<file path="src/sv/prf_ram.sv">
// generic single-write, single-read ram with registered read data
module prf_ram #(
    parameter int WIDTH = 8,
    parameter int DEPTH = 16
) (
    input  logic                     clk,
    input  logic                     we,
    input  logic [$clog2(DEPTH)-1:0] waddr,
    input  logic [WIDTH-1:0]         wdata,
    input  logic                     re,
    input  logic [$clog2(DEPTH)-1:0] raddr,
    output logic [WIDTH-1:0]         rdata
);
    logic [WIDTH-1:0] mem_reg [DEPTH];
    logic [WIDTH-1:0] rdata_reg;

    // write port
    always_ff @(posedge clk)
    begin
        if (we)
        begin
            mem_reg[waddr] <= wdata;
        end
    end

    // read port, data holds until the next read
    always_ff @(posedge clk)
    begin
        if (re)
        begin
            rdata_reg <= mem_reg[raddr];
        end
    end

    assign rdata = rdata_reg;
endmodule

</file>
<file path="config.mk">
export PLATFORM = sky130hd
export DESIGN_NAME = prf_ram
export DESIGN_NICKNAME = d
export VERILOG_FILES = /design/src/sv/prf_ram.sv
export SDC_FILE = /design/constraint.sdc
export NUM_CORES = 1
export LEC_CHECK = 0
export ABC_AREA = 1
export BUFFER_PORTS_ARGS = -buffer_cell sky130_fd_sc_hd__buf_2
export CAP_MARGIN = 20
export CORE_MARGIN = 3
export CORE_UTILIZATION = 55
export CTS_CLUSTER_DIAMETER = 30
export DETAILED_ROUTE_END_ITERATION = 6
export PLACE_DENSITY = 0.75
export SYNTH_ARGS = -nofsm -noshare
export SYNTH_HDL_FRONTEND = slang
export SYNTH_SLANG_ARGS = --single-unit
export TNS_END_PERCENT = 1
</file>
<file path="constraint.sdc">
create_clock -name clk -period 1.1 [get_ports clk]
set_clock_uncertainty 0.1 [all_clocks]
set_input_delay 0.11 -clock clk [delete_from_list [all_inputs] [get_ports clk]]
set_output_delay 0.11 -clock clk [all_outputs]
set_load 0.01 [all_outputs]
</file>
==> reports/results.tsv <==
metric	value	unit
grt_max_degree	33	
wl	13.73	mm
synth_cell_types	11	
cellPowerDensity	1794	nW/µm²
wl_per_cell	18.07	µm
setup_viol	16	
viasPerCell	5.255	
grt_pass1_vias	4044	
slew_viol_final	0	
period_needed	1.274	ns
cp-start-kind	flop	
cp_cell_sequence	buf_2	
ys_ff_latch	136	
required	0.89	ns
fillCellCount	716	
vias	3994	
relSlewSlack	0.7290	
fmax	784.6	MHz
drive_gt1_frac	0.2067	
clk_pin_slew	0.06	ns
insertion_delay	0.51	ns
min-delay-start	raddr[3]	
layout_setup_ws	-0.1745	ns
cts_tree	built	
start_util	0.5664	
cp.arrival	1.06	ns
cp-startpoint	rdata[1]	
crit_path_end_kind	output port	
rsz0062_at_grt	true	
max_cap_violations	0	
critPathKind	flop to output port	
track_usage	0.2475	
core	10320	µm²
clk_path_buf_depth	2	
ios	27	
min_path_type	input pin to flop	
syn_inst	551	
cts_sinks	136	
die_h	109.1	µm
antenna_found_initial	0	
path_delay_family	flip-flops	
critPathMaxStageDelay	0.40	ns
dpl_cell_area	6276	µm²
area_growth_syn_to_layout	23.09	%
period_share	1.159	
num_antenna_cells	0	
grt_overflow	0	
outcome	finished with violations	
final_area	7197	µm²
gp_congestion	0.8344	
rr_startpoint	mem_reg[4][6]	
post-route-drc-count	0	
rows	37	
drt_iter0_drc	295	
drtPass1Iterations	5	
violations	setup timing	
die_area	11900	µm²
yosysSeqAreaShare	0.6985	
numCtsBuffers	17	
path_buf_inv	1	
cts-root-buf	clkbuf_8	
largest_register_ffs	128	
grt_pass1_wl	21.25	mm
port_buffers	26	
vdd_drop_max	0.001063	V
tightestPinTransition	0.4065	ns
cts-htree-levels	4	
power.leakage	3.134	nW
avgSynthCellArea	10.61	µm²
drtAntennaViolNets	0	
place_hpwl	8.413	mm
cts_setup_buffers	0	
synthesis.area	5847	µm²
synth_nets	570	
ys.warnings.count	0	
hold_viol	0	
power	12.91	mW
critPathMaxFanout	1	
crit_slowest_cell	edfxtp_1	
die_w	109.1	µm
fin_nets	631	
## placed cells by master (no fill, tap or decap)
cell type / instances
clkinv_4: 3
inv_1: 96
nor2_1: 17
clkbuf_16: 16
nand3b_1: 2
bufinv_16: 6
inv_2: 6
edfxtp_1: 136
clkinv_1: 1
nand2_1: 173
nand3_1: 60
clkinvlp_4: 1
clkbuf_8: 1
buf_4: 26
buf_2: 26
clkbuf_1: 1
nand3_2: 37
dlygate4sd3_1: 9
buf_12: 5
clkinv_2: 2
## layer usage
metal	track usage	vias to the layer above	part of all wire
met4	0.08476	0	0.020
met3	0.06217	23	0.075
met1	0.3248	1894	0.41
li1	-	1905	-
met5	0	-	0
met2	0.4039	172	0.49
## cells by family (layout without fill, tap and decap cells)
| logic type | after synthesis | in the layout | synth area share |
|---|---|---|---|
| buf+inv | 126 | 199 | 0.09394 |
| flops | 136 | 136 | 0.6985 |
| simple gates | 289 | 289 | 0.2076 |
## synth_stat cells (all sizes together)
cell    count  area [µm²]
nand3      97       485.5
inv       102       382.9
nand2     173       649.4
nor2       17       63.81
nand3b      2       15.01
buf        24       166.4
edfxtp    136        4084
## stage by stage
| step | setup slack [ns] | TNS (ns) | hold slack, ns | std cells | util |
|---|---|---|---|---|---|
| after floorplan | -0.06084 | -5.029 | 0.1089 | 551 | - |
| after global placement | -0.3140 | -8.804 | 0.3809 | 720 | 0.6079 |
| after detailed placement | -0.3168 | -11.64 | 0.3763 | 720 | 0.6079 |
| after CTS | -0.1982 | -1.863 | 0.003318 | 760 | 0.6918 |
| after global routing | -0.2242 | -2.671 | 0.02902 | 760 | 0.6971 |
| final | -0.1745 | -1.834 | 0.01915 | 760 | 0.6971 |
## final cells by class
class | count | area, µm² | area share
Sequential cell | 136 | 4084 | 0.5675
Multi-Input combinational cell | 289 | 1399 | 0.1944
Timing Repair Buffer | 66 | 515.5 | 0.07163
Clock buffer | 18 | 417.9 | 0.05807
Inverter | 102 | 382.9 | 0.05320
Clock inverter | 13 | 227.7 | 0.03164
Tap cell | 136 | 170.2 | 0.02364
## power breakdown
part	switching (mW)	internal (mW)
clock	2.07	4.12
combinational	0.564	0.286
sequential	0.0319	5.84
total	2.66	10.2
## worst paths after layout
kind / cells after the start / endpoint / slack [ns]
max: 1 / rdata[1] / -0.17
min: 4 / rdata[4] / 0.02
max reg2reg: 6 / rdata[6] / -0.12
min reg2reg: 6 / rdata[4] / 0.65
## what timing repair did
action                                  4_1_cts  5_1_grt
gates resized for setup                      27       14
endpoints found under the hold margin       136        0
endpoints found under the setup margin       16       16
pin swaps                                    15        4
hold buffers                                  9        0
No activity file was read; power rests on OpenSTA's default activity.
